[config.mk]
export PLATFORM = sky130hd
export DESIGN_NAME = charger_link_frame_builder
export DESIGN_NICKNAME = d
export VERILOG_FILES = /design/src/design/clfb_pkg.sv /design/src/design/clfb_front.sv /design/src/design/clfb_queue.sv /design/src/design/clfb_ref_split.sv /design/src/design/clfb_back.sv /design/src/design/charger_link_frame_builder.sv
export SDC_FILE = /design/constraint.sdc
export NUM_CORES = 1
export LEC_CHECK = 0
export ABC_CLOCK_PERIOD_IN_PS = 14500
export BUFFER_PORTS_ARGS = -buffer_cell sky130_fd_sc_hd__buf_4
export CORE_MARGIN = 3
export CORE_UTILIZATION = 42
export CTS_CLUSTER_SIZE = 14
export DETAILED_ROUTE_END_ITERATION = 10
export PLACE_DENSITY = 0.54
export REMOVE_ABC_BUFFERS = 1
export SYNTH_ARGS = -nofsm -noshare
export SYNTH_HDL_FRONTEND = slang
export SYNTH_SLANG_ARGS = --single-unit
export TNS_END_PERCENT = 1
[constraint.sdc]
create_clock -name clk -period 14.5 [get_ports clk]
set_clock_uncertainty 0.05 [all_clocks]
set_input_delay 0.725 -clock clk [delete_from_list [all_inputs] [get_ports clk]]
set_output_delay 0.725 -clock clk [all_outputs]
set_load 0.02 [all_outputs]
[src/design/clfb_pkg.sv]
// ----------------------------------------------------------------------------
// clfb_pkg
// shared types, codes and helpers of the charger link frame builder
// ----------------------------------------------------------------------------
package clfb_pkg;

  // frame type codes
  localparam logic [7:0] TYPE_REPORT  = 8'h01;
  localparam logic [7:0] TYPE_SETUP   = 8'h03;
  localparam logic [7:0] TYPE_SHORT_A = 8'h11;
  localparam logic [7:0] TYPE_SHORT_B = 8'h12;

  // fixed frame bytes
  localparam logic [7:0] SYNC_HI   = 8'hAA;
  localparam logic [7:0] SYNC_LO   = 8'h55;
  localparam logic [7:0] TAIL_MARK = 8'h11;

  // frame lengths in bytes
  localparam logic [4:0] LEN_REPORT = 5'd13;
  localparam logic [4:0] LEN_SETUP  = 5'd17;
  localparam logic [4:0] LEN_SHORT  = 5'd6;

  // configuration register indexes
  localparam logic [2:0] CFG_BATTERY  = 3'd0;
  localparam logic [2:0] CFG_POSITION = 3'd1;
  localparam logic [2:0] CFG_ADDRESS  = 3'd2;
  localparam logic [2:0] CFG_MODE     = 3'd3;
  localparam logic [2:0] CFG_VMODE    = 3'd4;
  localparam logic [2:0] CFG_VREF     = 3'd5;
  localparam logic [2:0] CFG_IREF     = 3'd6;

  // configuration reset values
  localparam logic [31:0] RST_BATTERY  = 32'h003C_000F;
  localparam logic [31:0] RST_POSITION = 32'h000B_0009;
  localparam logic [31:0] RST_ADDRESS  = 32'h0001_0002;
  localparam logic [7:0]  RST_MODE     = 8'd1;
  localparam logic        RST_VMODE    = 1'b1;
  localparam logic [14:0] RST_VREF     = 15'd2400;
  localparam logic [14:0] RST_IREF     = 15'd300;

  // default depth of the request queue
  localparam int QUEUE_DEPTH = 2;

  typedef enum logic [1:0] {
    KIND_REPORT,
    KIND_SETUP,
    KIND_SHORT
  } kind_t;

  typedef struct packed {
    kind_t      kind;
    logic [7:0] ftype;
  } req_t;

  typedef struct packed {
    logic head_valid;
    logic full;
  } q_status_t;

  typedef struct packed {
    logic [31:0] battery;
    logic [31:0] position;
    logic [31:0] address;
    logic [7:0]  mode;
  } cfg_t;

  function automatic logic [4:0] frame_len(input kind_t kind);
    logic [4:0] len;
    case (kind)
      KIND_REPORT: len = LEN_REPORT;
      KIND_SETUP:  len = LEN_SETUP;
      default:     len = LEN_SHORT;
    endcase
    return len;
  endfunction

  // byte of a word, index 0 is bits 31..24
  function automatic logic [7:0] word_byte(input logic [31:0] w, input logic [1:0] sel);
    logic [7:0] b;
    case (sel)
      2'd0:    b = w[31:24];
      2'd1:    b = w[23:16];
      2'd2:    b = w[15:8];
      default: b = w[7:0];
    endcase
    return b;
  endfunction

endpackage

[src/design/clfb_front.sv]
// ----------------------------------------------------------------------------
// clfb_front
// takes frame requests, classifies the type and queues the known ones
// ----------------------------------------------------------------------------
module clfb_front (
  input  logic                 s_tvalid,
  output logic                 s_tready,
  input  logic [7:0]           s_tdata,   // [7:0] frame_type
  input  clfb_pkg::q_status_t  q_status,
  output logic                 push,
  output clfb_pkg::req_t       push_req
);

  logic known;

  always_comb begin
    known         = 1'b1;
    push_req.ftype = s_tdata;
    case (s_tdata)
      clfb_pkg::TYPE_REPORT:  push_req.kind = clfb_pkg::KIND_REPORT;
      clfb_pkg::TYPE_SETUP:   push_req.kind = clfb_pkg::KIND_SETUP;
      clfb_pkg::TYPE_SHORT_A,
      clfb_pkg::TYPE_SHORT_B: push_req.kind = clfb_pkg::KIND_SHORT;
      default: begin
        push_req.kind = clfb_pkg::KIND_SHORT;
        known         = 1'b0;
      end
    endcase
  end

  // unknown types are taken and dropped
  assign s_tready = !q_status.full;
  assign push     = s_tvalid && s_tready && known;

endmodule

[src/design/clfb_queue.sv]
// ----------------------------------------------------------------------------
// clfb_queue
// short request queue between the classifier and the byte sequencer
// ----------------------------------------------------------------------------
module clfb_queue #(
  parameter int DEPTH = clfb_pkg::QUEUE_DEPTH
) (
  input  logic                clk,
  input  logic                rst,
  input  logic                push,
  input  clfb_pkg::req_t      push_req,
  input  logic                pop,
  output clfb_pkg::req_t      head,
  output clfb_pkg::q_status_t status
);

  localparam int PTR_W = (DEPTH > 1) ? $clog2(DEPTH) : 1;
  localparam int CNT_W = $clog2(DEPTH + 1);

  clfb_pkg::req_t entries [DEPTH];
  logic [PTR_W-1:0] wr_ptr;
  logic [PTR_W-1:0] rd_ptr;
  logic [CNT_W-1:0] count;
  logic do_push;
  logic do_pop;

  assign status.full       = (count == CNT_W'(DEPTH));
  assign status.head_valid = (count != '0);
  assign do_push = push && !status.full;
  assign do_pop  = pop && status.head_valid;
  assign head    = entries[rd_ptr];

  always_ff @(posedge clk) begin
    if (do_push) begin
      entries[wr_ptr] <= push_req;
    end
  end

  always_ff @(posedge clk) begin
    if (rst) begin
      wr_ptr <= '0;
      rd_ptr <= '0;
      count  <= '0;
    end else begin
      if (do_push) begin
        wr_ptr <= (wr_ptr == PTR_W'(DEPTH - 1)) ? '0 : wr_ptr + 1'b1;
      end
      if (do_pop) begin
        rd_ptr <= (rd_ptr == PTR_W'(DEPTH - 1)) ? '0 : rd_ptr + 1'b1;
      end
      if (do_push && !do_pop) begin
        count <= count + 1'b1;
      end else if (do_pop && !do_push) begin
        count <= count - 1'b1;
      end
    end
  end

endmodule

[src/design/clfb_ref_split.sv]
// ----------------------------------------------------------------------------
// clfb_ref_split
// splits the selected reference into whole and hundredths parts
// ----------------------------------------------------------------------------
module clfb_ref_split (
  input  logic        clk,
  input  logic        voltage_mode,
  input  logic [14:0] voltage_ref_centi,
  input  logic [14:0] current_ref_centi,
  output logic [7:0]  whole,
  output logic [6:0]  hund
);

  // ref / 100 as (ref * 5243) >> 19, exact for every 15-bit value
  localparam logic [12:0] RECIP       = 13'd5243;
  localparam int          RECIP_SHIFT = 19;

  logic [14:0] ref_q;
  logic [14:0] ref_d;
  logic [27:0] prod_q;
  logic [8:0]  whole_full;
  logic [15:0] back_mul;
  logic [14:0] rem_full;

  assign whole_full = prod_q[RECIP_SHIFT +: 9];
  assign back_mul   = 16'(whole_full) * 16'd100;
  assign rem_full   = ref_d - back_mul[14:0];

  always_ff @(posedge clk) begin
    ref_q  <= voltage_mode ? voltage_ref_centi : current_ref_centi;
    ref_d  <= ref_q;
    prod_q <= 28'(ref_q) * 28'(RECIP);
    whole  <= whole_full[7:0];
    hund   <= rem_full[6:0];
  end

endmodule

[src/design/clfb_back.sv]
// ----------------------------------------------------------------------------
// clfb_back
// byte sequencer: walks the head request and fills the output register
// ----------------------------------------------------------------------------
module clfb_back (
  input  logic                clk,
  input  logic                rst,
  input  clfb_pkg::req_t      head,
  input  clfb_pkg::q_status_t q_status,
  output logic                pop,
  input  clfb_pkg::cfg_t      cfg,
  input  logic [7:0]          whole,
  input  logic [6:0]          hund,
  output logic                m_tvalid,
  input  logic                m_tready,
  output logic [7:0]          m_tdata,   // [7:0] tx_byte
  output logic                m_tlast    // last_byte
);

  logic [4:0] idx;
  logic [4:0] len;
  logic [4:0] last_idx;
  logic [4:0] sum_start;
  logic [7:0] acc;
  logic [7:0] cur_byte;
  logic       is_last;
  logic       load;

  assign len       = clfb_pkg::frame_len(head.kind);
  assign last_idx  = len - 5'd1;
  assign sum_start = len - 5'd5;
  assign is_last   = (idx == last_idx);
  assign load      = q_status.head_valid && (!m_tvalid || m_tready);
  assign pop       = load && is_last;

  always_comb begin
    cur_byte = 8'h00;
    if (is_last) begin
      cur_byte = acc;
    end else if (idx < 5'd4) begin
      case (idx[1:0])
        2'd0:    cur_byte = clfb_pkg::SYNC_HI;
        2'd1:    cur_byte = clfb_pkg::SYNC_LO;
        2'd2:    cur_byte = {3'b000, len};
        default: cur_byte = head.ftype;
      endcase
    end else begin
      case (head.kind)
        clfb_pkg::KIND_REPORT: begin
          cur_byte = (idx < 5'd8) ? 8'h00 : clfb_pkg::word_byte(cfg.battery, idx[1:0]);
        end
        clfb_pkg::KIND_SETUP: begin
          if (idx < 5'd8) begin
            cur_byte = clfb_pkg::word_byte(cfg.position, idx[1:0]);
          end else if (idx < 5'd12) begin
            cur_byte = clfb_pkg::word_byte(cfg.address, idx[1:0]);
          end else if (idx == 5'd12) begin
            cur_byte = cfg.mode;
          end else if (idx == 5'd13) begin
            cur_byte = whole;
          end else if (idx == 5'd14) begin
            cur_byte = {1'b0, hund};
          end else begin
            cur_byte = clfb_pkg::TAIL_MARK;
          end
        end
        default: cur_byte = head.ftype;
      endcase
    end
  end

  // checksum runs over the four bytes before the last one
  always_ff @(posedge clk) begin
    if (load) begin
      m_tdata <= cur_byte;
      m_tlast <= is_last;
      acc     <= (idx == sum_start) ? cur_byte : acc + cur_byte;
    end
  end

  always_ff @(posedge clk) begin
    if (rst) begin
      idx      <= '0;
      m_tvalid <= 1'b0;
    end else begin
      if (load) begin
        idx      <= is_last ? '0 : idx + 5'd1;
        m_tvalid <= 1'b1;
      end else if (m_tready) begin
        m_tvalid <= 1'b0;
      end
    end
  end

endmodule

[src/design/charger_link_frame_builder.sv]
// ----------------------------------------------------------------------------
// charger_link_frame_builder
// turns frame-type requests into the byte stream of a charger link frame
// ----------------------------------------------------------------------------
// each accepted request of a known type on the slave side produces a whole frame
// on the master side, tlast on the closing checksum byte: type 0x01 gives
// 13 bytes, 0x03 gives 17 and 0x11 or 0x12 give 6; any other type is taken
// and produces nothing. the byte sequencer emits one byte per cycle while
// m_tready does not stall the output register, and the next queued frame
// follows with no gap. requests wait in a short queue (QUEUE_DEPTH entries)
// and tready drops only while it is full, so a new request is normally taken
// while the previous frame is still going out. configuration registers are to
// be written through cfg_we/cfg_addr/cfg_wdata only while the block is idle;
// the block itself does not enforce this. the reference split (whole and
// hundredths) follows a write through its selection, product and output registers
module charger_link_frame_builder #(
  parameter int QUEUE_DEPTH = clfb_pkg::QUEUE_DEPTH
) (
  input  logic        clk,
  input  logic        rst,
  // request channel
  input  logic        s_tvalid,
  output logic        s_tready,
  input  logic [7:0]  s_tdata,    // [7:0] frame_type
  // byte channel
  output logic        m_tvalid,
  input  logic        m_tready,
  output logic [7:0]  m_tdata,    // [7:0] tx_byte
  output logic        m_tlast,    // last_byte
  // configuration writes
  input  logic        cfg_we,
  input  logic [2:0]  cfg_addr,
  input  logic [31:0] cfg_wdata
);

  // configuration registers
  logic [31:0] battery_report_word;
  logic [31:0] position_word;
  logic [31:0] address_word;
  logic [7:0]  mode_code;
  logic        voltage_mode;
  logic [14:0] voltage_ref_centi;
  logic [14:0] current_ref_centi;

  clfb_pkg::cfg_t      cfg;
  clfb_pkg::req_t      push_req;
  clfb_pkg::req_t      head;
  clfb_pkg::q_status_t q_status;
  logic                push;
  logic                pop;
  logic [7:0]          whole;
  logic [6:0]          hund;

  // register writes, indexes beyond the list are ignored
  always_ff @(posedge clk) begin
    if (rst) begin
      battery_report_word <= clfb_pkg::RST_BATTERY;
      position_word       <= clfb_pkg::RST_POSITION;
      address_word        <= clfb_pkg::RST_ADDRESS;
      mode_code           <= clfb_pkg::RST_MODE;
      voltage_mode        <= clfb_pkg::RST_VMODE;
      voltage_ref_centi   <= clfb_pkg::RST_VREF;
      current_ref_centi   <= clfb_pkg::RST_IREF;
    end else if (cfg_we) begin
      case (cfg_addr)
        clfb_pkg::CFG_BATTERY:  battery_report_word <= cfg_wdata;
        clfb_pkg::CFG_POSITION: position_word       <= cfg_wdata;
        clfb_pkg::CFG_ADDRESS:  address_word        <= cfg_wdata;
        clfb_pkg::CFG_MODE:     mode_code           <= cfg_wdata[7:0];
        clfb_pkg::CFG_VMODE:    voltage_mode        <= cfg_wdata[0];
        clfb_pkg::CFG_VREF:     voltage_ref_centi   <= cfg_wdata[14:0];
        clfb_pkg::CFG_IREF:     current_ref_centi   <= cfg_wdata[14:0];
        default: ;
      endcase
    end
  end

  assign cfg.battery  = battery_report_word;
  assign cfg.position = position_word;
  assign cfg.address  = address_word;
  assign cfg.mode     = mode_code;

  // front: accept and classify
  clfb_front u_front (
    .s_tvalid (s_tvalid),
    .s_tready (s_tready),
    .s_tdata  (s_tdata),
    .q_status (q_status),
    .push     (push),
    .push_req (push_req)
  );

  // queue between front and back
  clfb_queue #(
    .DEPTH (QUEUE_DEPTH)
  ) u_queue (
    .clk      (clk),
    .rst      (rst),
    .push     (push),
    .push_req (push_req),
    .pop      (pop),
    .head     (head),
    .status   (q_status)
  );

  // reference whole / hundredths split, kept up to date from the registers
  clfb_ref_split u_ref_split (
    .clk               (clk),
    .voltage_mode      (voltage_mode),
    .voltage_ref_centi (voltage_ref_centi),
    .current_ref_centi (current_ref_centi),
    .whole             (whole),
    .hund              (hund)
  );

  // back: byte sequencer and output register
  clfb_back u_back (
    .clk      (clk),
    .rst      (rst),
    .head     (head),
    .q_status (q_status),
    .pop      (pop),
    .cfg      (cfg),
    .whole    (whole),
    .hund     (hund),
    .m_tvalid (m_tvalid),
    .m_tready (m_tready),
    .m_tdata  (m_tdata),
    .m_tlast  (m_tlast)
  );

endmodule

==> results of run 1 <==
synthesized netlist by cell type (4+ instances only):
| cell | instances | area share |
|---|---|---|
| nand3b_1 | 28 | 0.016 |
| clkbuf_1 | 67 | 0.019 |
| a311oi_1 | 4 | 0.0027 |
| a211oi_1 | 5 | 0.0029 |
| xnor2_1 | 21 | 0.014 |
| a222oi_1 | 25 | 0.019 |
| o21ai_0 | 25 | 0.0095 |
| o221ai_1 | 4 | 0.0027 |
| a21o_1 | 11 | 0.0063 |
| a211o_1 | 4 | 0.0027 |
| o21bai_1 | 4 | 0.0023 |
| and2_1 | 4 | 0.0019 |
| xor2_1 | 9 | 0.0060 |
| a22o_1 | 4 | 0.0027 |
| nand2_1 | 305 | 0.087 |
| nor2b_1 | 15 | 0.0071 |
| nand3_1 | 20 | 0.0076 |
| a21oi_1 | 149 | 0.057 |
| inv_1 | 131 | 0.037 |
| a22oi_1 | 8 | 0.0046 |
| or3_1 | 7 | 0.0033 |
| nor3_1 | 16 | 0.0061 |
| o211ai_1 | 5 | 0.0029 |
| edfxtp_1 | 37 | 0.084 |
| mux2i_1 | 14 | 0.011 |
| mux2_2 | 21 | 0.018 |
| ha_1 | 115 | 0.11 |
| nand4_1 | 4 | 0.0019 |
| fa_1 | 70 | 0.11 |
| o21a_1 | 9 | 0.0051 |
| dfxtp_1 | 191 | 0.29 |
| or2_2 | 4 | 0.0019 |
| nor2_1 | 27 | 0.0077 |
| nand2b_1 | 9 | 0.0043 |
| a32o_1 | 5 | 0.0038 |
through the flow:
step / power [mW] / utilization
4_1_cts: 1.74 / 0.480
3_3_place_gp: 1.09 / 0.452
3_5_place_dp: 1.09 / 0.452
2_1_floorplan: 0.975 / -
5_1_grt: 1.83 / 0.480
6_report: 1.72 / 0.480
cell type report:
class                           instances  area (um2)
Tap cell                              396         495
Timing Repair Buffer                   70         526
Multi-Input combinational cell        999        7450
Clock buffer                           33         737
Fill cell                            2997       16000
Sequential cell                       228        4930
Clock inverter                         12         118
Inverter                              132         498
path summary, 6_finish.rpt:
kind | start | end | slack [ns] | cells past startpoint
max | u_ref_split.ref_q[4] | u_ref_split.prod_q[25] | 9.29 | 16
min reg2reg | u_ref_split.prod_q[25] | u_ref_split.whole[6] | 0.27 | 0
min | u_ref_split.prod_q[25] | u_ref_split.whole[6] | 0.27 | 0
max reg2reg | u_ref_split.ref_q[4] | u_ref_split.prod_q[25] | 9.29 | 16
cells by family after synthesis:
logic type / count (synthesis)
muxes: 37
adders and majority gates: 185
xor gates and xnor gates: 30
and+or+nand+nor: 458
AOI/OAI and AO/OA: 289
buffers and inverters: 204
DFF: 228
per-layer routing:
layer  global-route usage  up-vias
met4               0.0484        0
met2                0.356      193
li1                     -     4939
met5                    0        -
met3               0.0210       45
met1                0.270     4824
flip-flops by register name, summed over array words and instances, names as in the netlist, 2 cells and up, named ones only:
signal,cells
current_ref_centi,15
u_ref_split.ref_q,15
u_queue.count,2
u_queue.entries,20
position_word,32
address_word,32
u_back.idx,5
u_back.acc,8
u_ref_split.hund,7
mode_code,8
u_ref_split.prod_q,8
u_ref_split.ref_d,7
battery_report_word,32
u_ref_split.whole,8
voltage_ref_centi,15
u_back.m_tdata,8
power groups by stage:
stage	Combinational [mW]	Clock (mW)	Sequential, mW
2_1_floorplan	0.271	0	0.704
3_3_place_gp	0.373	0	0.713
3_5_place_dp	0.375	0	0.713
4_1_cts	0.379	0.664	0.700
5_1_grt	0.442	0.689	0.703
6_report	0.375	0.649	0.699
==> flow_summary_export.csv, run 1 <==
group,metric,value,unit
sta,setup_viol,0,
final_layout,insertedDiodeCount,0,
pwr,clock_power_share,0.377,
pwr,p_comb_frac,0.218,
sta,hold_ws,0.274,ns
worst_setup_path,cpPeakStageDelay,0.62,ns
placed_design,dp_hpwl,23.9,mm
routing,vias_per_cell,5.35,
synth,synth_top_family_by_area,"adder cells",
clock_tree,numCtsBuffers,25,
synth,yosys.area_share.simple,0.156,
placed_design,placed_area,13900,um2
sta,finalMaxSlewViolations,0,
clock_tree,clk_pin_slew,0.06,ns
pwr,leakage,6.21,nW
final_layout,nets,1689,
synth,netlist_area,13200,um2
routing,drcViolationCount,0,
pwr,p_per_area,117,nW/um2
sta,hold_viol,0,
global_route,grt_pass1_wl,54.6,mm
worst_setup_path,path_cells,"inv_1 -> fa_1 -> inv_1 -> ha_1 -> fa_1 -> inv_1 -> fa_1 -> fa_1 -> inv_1 -> ha_1 -> nand4_1 -> or2_2 -> o221a_2 -> o211ai_1 -> a31oi_1 -> xnor2_1",
routing,wl_met1,14.9,mm
worst_setup_path,cpMaxStageDelayCell,"o211ai_1",
routing,drt_iter0_markers,728,
clock_tree,cts_tree,"yes",
synth,synth_cell_type_count,74,
sta,tightest_slew,1.15,ns
global_route,first_global_vias,9984,
final_layout,drive_gt1_frac,0.104,
outcome,outcome,"completed",
clock_tree,clock_sinks,228,
pwr,p_seq_frac,0.406,
placed_design,place_congestion,0.871,
routing,wl_met2,16.5,mm
synth,avgSynthCellArea,9.19,um2
worst_setup_path,end_kind,"flop",
hold_path,hold_class,"reg -> reg",
global_route,antenna_found_initial,0,
sta,max_slew_margin,0.232,
worst_setup_path,cp_num_buf_inv,4,
synth,synthArstFlopShare,0,
synth,synth_enable_flop_cells,37,
die,die_h,183,um
worst_setup_path,cpLargestDelayFamily,"adder cells",
placed_design,post-place-ws,9.30,ns
routing,firstDrtPassIters,8,
global_route,grt_usage,0.203,
die,pin_count,59,
clock_tree,post_cts_buffers,0,
placed_design,port-buffer-count,58,
die,num_rows,64,
clock_tree,cts_resized,0,
sta,period_share,0.359,
final_layout,layout_commonest_cell,"nand2_1",
worst_setup_path,crit_required,14.86,ns
final_layout,final_cell_mix,"nand2_1, dfxtp_1, a21oi_1",
final_layout,area_delta_synth_final,12.2,%
clock_tree,clk_latency,0.54,ns
synth,synthMuxAreaShare,0.0308,
routing,maxUsedRoutingLayer,"met4",
sta,post-route-min-period,5.21,ns
routing,wl,33.4,mm
sta,fin_tns_setup,0,ns
global_route,grt_overflow_total,0,
die,chipWidth,183,um
worst_setup_path,path_class,"reg -> reg",
die,coreArea,30700,um2
synth,ys.flop_type,"dfxtp_1",
final_layout,fin_area,14800,um2
routing,vias,10000,
pwr,p_int,1.22,mW
placed_design,numPlacedInstances,1825,
synth,synth-seq-cells,228,
routing,wl_met3,1.24,mm
synth,synth-compound-area-share,0.142,
clock_tree,cts-htree-levels,1,
sta,max_freq,0.192,GHz
die,initial_utilization,0.428,
sta,rsz0062_at_grt,"false",
worst_setup_path,worstPathArrival,5.57,ns
clock_tree,clockBufferDepth,3,
synth,synth_cells,1431,
pwr,peakVddDrop,0.0000707,V
flow_run,max-cap-violations,0,
worst_setup_path,crit_path_start_kind,"flop",
final_layout,fin_cells,1870,
global_route,grt_max_degree,86,
pwr,switching_share,0.291,
routing,detail-route-antenna-nets,0,
routing,wl_per_cell,17.9,um
worst_setup_path,cp_max_fo,7,
synth,ys_warn_count,0,
clock_tree,cts-root-buf,"clkbuf_16",
die,dieArea,33500,um2
clock_tree,holdBufCountCts,0,
synth,synth_xor_area_frac,0.0200,
pwr,p_sw,0.501,mW
synth,synthAdderAreaFrac,0.216,
sta,fin_ws,9.29,ns
synth,seq_area_frac_synth,0.375,
No activity file was read; power rests on OpenSTA's default activity.
==> inputs of run 2 (changes only) <==
--- a/config.mk
+++ b/config.mk
@@ -5,13 +5,14 @@
 export SDC_FILE = /design/constraint.sdc
 export NUM_CORES = 1
 export LEC_CHECK = 0
-export ABC_CLOCK_PERIOD_IN_PS = 14500
+export ABC_AREA = 1
+export ABC_CLOCK_PERIOD_IN_PS = 4200
 export BUFFER_PORTS_ARGS = -buffer_cell sky130_fd_sc_hd__buf_4
 export CORE_MARGIN = 3
 export CORE_UTILIZATION = 42
 export CTS_CLUSTER_SIZE = 14
 export DETAILED_ROUTE_END_ITERATION = 10
-export PLACE_DENSITY = 0.54
+export PLACE_DENSITY = 0.56
 export REMOVE_ABC_BUFFERS = 1
 export SYNTH_ARGS = -nofsm -noshare
 export SYNTH_HDL_FRONTEND = slang
==> constraint.sdc (replaced) <==
create_clock -name clk -period 4.2 [get_ports clk]
set_clock_uncertainty 0.05 [all_clocks]
set_input_delay 0.21 -clock clk [delete_from_list [all_inputs] [get_ports clk]]
set_output_delay 0.21 -clock clk [all_outputs]
set_load 0.02 [all_outputs]
==> flow_summary_export.csv, run 2 <==
group,metric,value,unit
pwr,p_int,5.26,mW
sta,post-route-min-period,4.15,ns
placed_design,port-buffer-count,58,
pwr,leakage,7.88,nW
synth,synth-seq-cells,228,
final_layout,multiInputGateArea,8070,um2
global_route,antenna_found_initial,1,
final_layout,regArea,4960,um2
synth,synth_cell_type_count,39,
final_layout,area_delta_synth_final,23.0,%
clock_tree,cts_tree,"yes",
worst_setup_path,worstPathArrival,4.51,ns
routing,wl_per_cell,16.2,um
die,coreArea,31800,um2
final_layout,fill_cells,2987,
routing,wl_met1,18.1,mm
synth,synthTopCellsByArea,"dfxtp_1, ha_1, fa_1",
synth,ys_warn_count,0,
routing,wl_met2,17.3,mm
clock_tree,cts-root-buf,"clkbuf_16",
synth,yosysTopAreaCell,"dfxtp_1",
worst_setup_path,path_class,"reg -> reg",
worst_setup_path,crit_required,4.57,ns
global_route,grt_usage,0.217,
die,chipWidth,186,um
synth,synth_commonest_cells,"nand2_1, nor2_1, inv_1, dfxtp_1, o21ai_0",
synth,seq_area_frac_synth,0.361,
die,die_h,186,um
die,num_rows,65,
routing,detail-route-antenna-nets,0,
die,dieArea,34700,um2
routing,vias_per_cell,4.99,
sta,finalMaxSlewViolations,0,
clock_tree,cts-htree-levels,1,
sta,period_share,0.987,
routing,maxUsedRoutingLayer,"met4",
placed_design,place_congestion,0.882,
final_layout,layout_commonest_cell,"nand2_1",
routing,firstDrtPassIters,5,
global_route,grt_max_degree,98,
sta,setup_viol,0,
synth,synthArstFlopShare,0,
global_route,grt_overflow_total,0,
worst_setup_path,crit_start,"u_ref_split.ref_q[12]",
sta,hold_viol,0,
sta,hold_ws,0.0917,ns
synth,yosysMostFrequentCell,"nand2_1",
sta,max_freq,0.241,GHz
worst_setup_path,reg2regPathDepth,17,
worst_setup_path,reg2reg_slack,0.05,ns
clock_tree,clockBufferDepth,3,
final_layout,top_regs,"address_word (32), battery_report_word (32), position_word (32)",
routing,drcViolationCount,0,
worst_setup_path,cp_max_fo,6,
outcome,outcome,"completed",
global_route,first_global_vias,11500,
pwr,peakVddDrop,0.000381,V
final_layout,post-route-util,0.529,
hold_path,hold_class,"in -> reg",
pwr,p_comb_frac,0.419,
routing,wl,38.0,mm
synth,synthMuxAreaShare,0.00293,
sta,rsz0062_at_grt,"true",
clock_tree,clk_pin_slew,0.06,ns
worst_setup_path,crit_path_start_kind,"flop",
synth,synth_cells,1747,
synth,ys.flop_type,"dfxtp_1",
global_route,grt_pass1_wl,62.0,mm
clock_tree,clk_latency,0.54,ns
synth,netlist_area,13700,um2
routing,drt_iter0_markers,759,
synth,synth-compound-area-share,0.107,
worst_setup_path,reg2reg_to,"u_ref_split.prod_q[24]",
clock_tree,numCtsBuffers,26,
final_layout,final_cell_mix,"nand2_1, nor2_1, inv_1",
die,initial_utilization,0.430,
worst_setup_path,endpoint,"u_ref_split.prod_q[24]",
sta,tightest_slew,1.15,ns
worst_setup_path,end_kind,"flop",
pwr,p_sw,2.98,mW
pwr,p_per_area,490,nW/um2
routing,vias,11700,
worst_setup_path,r2r_start,"u_ref_split.ref_q[12]",
final_layout,nets,2127,
synth,avgSynthCellArea,7.82,um2
placed_design,dp_hpwl,27.2,mm
synth,synth_top_family_by_area,"simple AND/OR/NAND/NOR gates",
routing,wl_met3,1.80,mm
pwr,clock_power_share,0.282,
sta,max_slew_margin,0.231,
synth,synth_xor_area_frac,0.0147,
flow_run,max-cap-violations,0,
sta,fin_tns_setup,0,ns
pwr,p_seq_frac,0.299,
synth,synth_enable_flop_cells,37,
clock_tree,clock_sinks,228,
synth,synth_top_area_frac,0.280,
synth,synthAdderAreaFrac,0.208,
die,pin_count,59,
final_layout,drive_gt1_frac,0.155,
synth,yosys.area_share.simple,0.225,
pwr,switching_share,0.361,
-- run 2: changes by cell type in the layout (fill, tap and decap cells not counted), moves of 25 or more --
| cell | change |
|---|---|
| a21oi_1 | -82 |
| a222oi_1 | -25 |
| buf_4 | +67 |
| dlygate4sd3_1 | +44 |
| inv_1 | +76 |
| nand3_1 | +79 |
| nor2_1 | +246 |
| o21ai_0 | +131 |
-- run 2: critical path: stages, from the launching register on --
cell and delay (ns):
dfxtp_4 0.37, buf_4 0.14, fa_1 0.45, ha_1 0.28
inv_1 0.05, fa_1 0.49, fa_1 0.51, inv_1 0.05
fa_1 0.48, ha_4 0.31, nand2_4 0.07, buf_4 0.14
nor2_2 0.13, nand2_1 0.10, nor4_2 0.17, nand2_1 0.11
nand4_1 0.09, nand2_1 0.06
-- run 2: power by group through the flow --
stage          combinational (mW)  sequential [mW]  clock (mW)
2_1_floorplan                1.70             2.48           0
3_3_place_gp                 2.49             2.50           0
3_5_place_dp                 2.48             2.51           0
4_1_cts                      2.57             2.46        2.38
5_1_grt                      3.91             2.48        2.47
6_report                     3.45             2.46        2.32
-- run 2: cell families (layout without fill, tap and decap cells) --
family	Yosys count	in the layout
simple gates	742	742
buf+inv	288	455
compound gates	277	277
flops	228	228
fa+ha+maj	185	185
xor+xnor	23	23
mux	4	4
other cells	0	1
-- run 2: worst min path at each step --
stage                                     end  depth (start not counted)                  from  slack, ns
after floorplan                          flop                          1                   rst       0.23
after global placement    u_ref_split.hund[1]                          0  u_ref_split.ref_d[1]       0.26
after detailed placement  u_ref_split.hund[1]                          0  u_ref_split.ref_d[1]       0.26
after CTS                      u_queue.wr_ptr                          5              s_tvalid       0.07
after global routing             voltage_mode                          5           cfg_addr[2]       0.13
final                          u_queue.wr_ptr                          5              s_tvalid       0.09
-- run 2: timing repair --
item,in CTS,in global routing
setup endpoints to repair,8,8
pin swaps,0,37
hold buffers,44,0
gates resized for setup,15,98
setup buffers,0,5
hold endpoints to repair,145,0
-- run 2: layout make-up --
type                       instances  area share
multi-input combinational       1231       0.480
sequential                       228       0.295
timing repair buffer             184      0.0899
inverter                         223      0.0500
clock buffer                      40      0.0461
tap                              435      0.0324
clock inverter                     8     0.00625
antenna                            1    0.000149
-- run 2: per-layer routing --
| metal | up-vias | global-route usage |
|---|---|---|
| met5 | - | 0 |
| met4 | 0 | 0.0459 |
| met3 | 44 | 0.0317 |
| met2 | 246 | 0.355 |
| met1 | 5533 | 0.308 |
| li1 | 5895 | - |
-- run 2: through the flow --
step | power [mW] | cell area, um2 | std cells | setup slack (ns)
global route | 8.86 | 16800 | 2349 | -0.124
detailed placement | 4.99 | 15000 | 2252 | -0.192
CTS | 7.41 | 16300 | 2344 | -0.0146
finish | 8.24 | 16800 | 2350 | 0.0548
floorplan | 4.18 | 13400 | 1682 | 0.0418
global placement | 4.99 | 15000 | 2252 | -0.154
==> inputs of run 3 (changes only) <==
--- a/config.mk
+++ b/config.mk
@@ -6,13 +6,14 @@
 export NUM_CORES = 1
 export LEC_CHECK = 0
 export ABC_AREA = 1
-export ABC_CLOCK_PERIOD_IN_PS = 4200
+export ABC_CLOCK_PERIOD_IN_PS = 5100
 export BUFFER_PORTS_ARGS = -buffer_cell sky130_fd_sc_hd__buf_4
+export CAP_MARGIN = 5
 export CORE_MARGIN = 3
 export CORE_UTILIZATION = 42
 export CTS_CLUSTER_SIZE = 14
 export DETAILED_ROUTE_END_ITERATION = 10
-export PLACE_DENSITY = 0.56
+export PLACE_DENSITY = 0.54
 export REMOVE_ABC_BUFFERS = 1
 export SYNTH_ARGS = -nofsm -noshare
 export SYNTH_HDL_FRONTEND = slang
==> constraint.sdc (replaced) <==
create_clock -name clk -period 5.1 [get_ports clk]
set_clock_uncertainty 0.05 [all_clocks]
set_input_delay 0.255 -clock clk [delete_from_list [all_inputs] [get_ports clk]]
set_output_delay 0.255 -clock clk [all_outputs]
set_load 0.02 [all_outputs]
==> flow_summary_export.csv, run 3 (same netlist as run 2, synthesis figures left out) <==
group,metric,value,unit
outcome,outcome,"completed",
die,coreArea,31800,um2
sta,hold_viol,0,
worst_setup_path,cpMostUsedCell,"inv_1",
global_route,antenna_found_initial,1,
global_route,grt_pass1_wl,61.0,mm
worst_setup_path,end_kind,"flop",
final_layout,regArea,4930,um2
sta,setup_viol,0,
sta,period_share,0.884,
placed_design,place_congestion,0.917,
pwr,p_total,6.01,mW
final_layout,top_regs,"address_word (32), battery_report_word (32), position_word (32)",
routing,firstDrtPassIters,5,
global_route,grt_overflow_total,0,
routing,drt_iter0_markers,771,
clock_tree,clock_sinks,228,
die,pin_count,59,
hold_path,worstHoldPathCells,5,
clock_tree,clk_pin_slew,0.06,ns
hold_path,hold_class,"in -> reg",
routing,wl,37.3,mm
sta,max_slew_margin,0.217,
routing,wl_per_cell,16.3,um
final_layout,multiInputGateArea,7630,um2
final_layout,fin_cells,2289,
final_layout,drive_gt1_frac,0.0821,
global_route,first_global_vias,11200,
routing,drcViolationCount,0,
pwr,leakage,7.55,nW
routing,vias_per_cell,5.02,
sta,tightest_slew,1.17,ns
placed_design,dp_hpwl,27.3,mm
clock_tree,clockBufferDepth,3,
clock_tree,cts-root-buf,"clkbuf_16",
clock_tree,numCtsBuffers,27,
sta,max_freq,0.222,GHz
clock_tree,cts_tree,"yes",
flow_run,max-cap-violations,0,
worst_setup_path,worstPathArrival,4.89,ns
global_route,grt_max_degree,85,
placed_design,port-buffer-count,58,
die,initial_utilization,0.430,
sta,fin_tns_setup,0,ns
clock_tree,clk_latency,0.54,ns
sta,hold_ws,0.0458,ns
placed_design,numPlacedInstances,2196,
routing,vias,11500,
worst_setup_path,path_class,"reg -> reg",
worst_setup_path,cpMaxStageDelayCell,"fa_1",
final_layout,nets,2064,
clock_tree,cts-htree-levels,1,
worst_setup_path,cpLargestDelayFamily,"adder cells",
die,chipWidth,186,um
die,num_rows,65,
worst_setup_path,cp_max_fo,5,
pwr,p_per_area,377,nW/um2
die,die_h,186,um
worst_setup_path,worstSetupPathDepth,18,
final_layout,fill_cells,3139,
clock_tree,post_cts_buffers,0,
worst_setup_path,crit_path_start_kind,"flop",
worst_setup_path,cp_num_buf_inv,5,
die,dieArea,34700,um2
final_layout,final_cell_mix,"nand2_1, nor2_1, inv_1",
final_layout,layout_commonest_cell,"nand2_1",
routing,detail-route-antenna-nets,0,
clock_tree,cts_resized,0,
sta,finalMaxSlewViolations,0,
pwr,peakVddDrop,0.000220,V
worst_setup_path,reg2regPathDepth,18,
final_layout,area_delta_synth_final,16.4,%
global_route,grt_usage,0.215,
sta,post-route-min-period,4.51,ns
sta,rsz0062_at_grt,"false",
worst_setup_path,crit_required,5.48,ns
worst_setup_path,cpPeakStageDelay,0.57,ns
worst_setup_path,path_cells,"inv_1 -> fa_1 -> inv_1 -> ha_1 -> fa_1 -> fa_1 -> inv_1 -> fa_1 -> inv_1 -> ha_1 -> nand2_1 -> inv_1 -> a21oi_1 -> nor2_1 -> o21ai_0 -> nand3_1 -> nand2_1 -> nand2_1",
[run 3: cell types whose count changed in the layout (fill, tap and decap cells not counted), moves of 9 or more]
cell and change:
ha_1 +19, a21oi_2 -9, dfxtp_1 +13, nand2_1 +13
buf_4 -58, ha_4 -18, a21oi_1 +11, inv_1 +10
inv_2 -9
[run 3: final timing paths]
check	startpoint	end	slack, ns
hold reg to reg	u_ref_split.ref_d[0]	u_ref_split.hund[0]	0.28
hold / removal	cfg_addr[0]	voltage_mode	0.05
setup reg to reg	u_ref_split.ref_q[5]	u_ref_split.prod_q[26]	0.59
setup / recovery	u_ref_split.ref_q[5]	u_ref_split.prod_q[26]	0.59
[run 3: final cells by class]
type,instances,share of cell area
antenna,2,0.000314
clock buffer,34,0.0460
clock inverter,16,0.0145
inverter,223,0.0527
multi-input combinational,1231,0.479
sequential,228,0.310
tap,435,0.0342
timing repair buffer,120,0.0631
[run 3: where the power goes]
part | leakage [nW] | internal (mW) | switching, mW
registers | 1.90 | 1.96 | 0.0790
logic | 5.19 | 0.721 | 1.17
clock network | 0.466 | 1.28 | 0.805
total | 7.55 | 3.95 | 2.05
[run 3: what timing repair did]
| action | 4_1_cts | 5_1_grt |
|---|---|---|
| hold buffers | 41 | 0 |
| endpoints found under the setup margin | 0 | 0 |
| hold endpoints to repair | 121 | 0 |
[run 3: tightest hold or removal path: stages]
cell and delay (ns):
buf_4 0.09, nor2_1 0.07, nand2_1 0.07, nand2_1 0.05, nand3_1 0.05
[run 3: per-stage QoR]
step,utilization,area [um2],worst slack [ns]
5_1_grt,0.500,15900,0.315
3_3_place_gp,0.457,14500,0.634
6_report,0.500,15900,0.591
2_1_floorplan,-,13400,0.942
4_1_cts,0.500,15900,0.610
3_5_place_dp,0.457,14500,0.599
[run 3: layer usage]
metal	routed length, um	vias to the layer above	track usage
met2	16600	279	0.350
met4	837	0	0.0515
met5	0	-	0
met1	18100	5399	0.311
li1	-	5766	-
met3	1770	44	0.0216
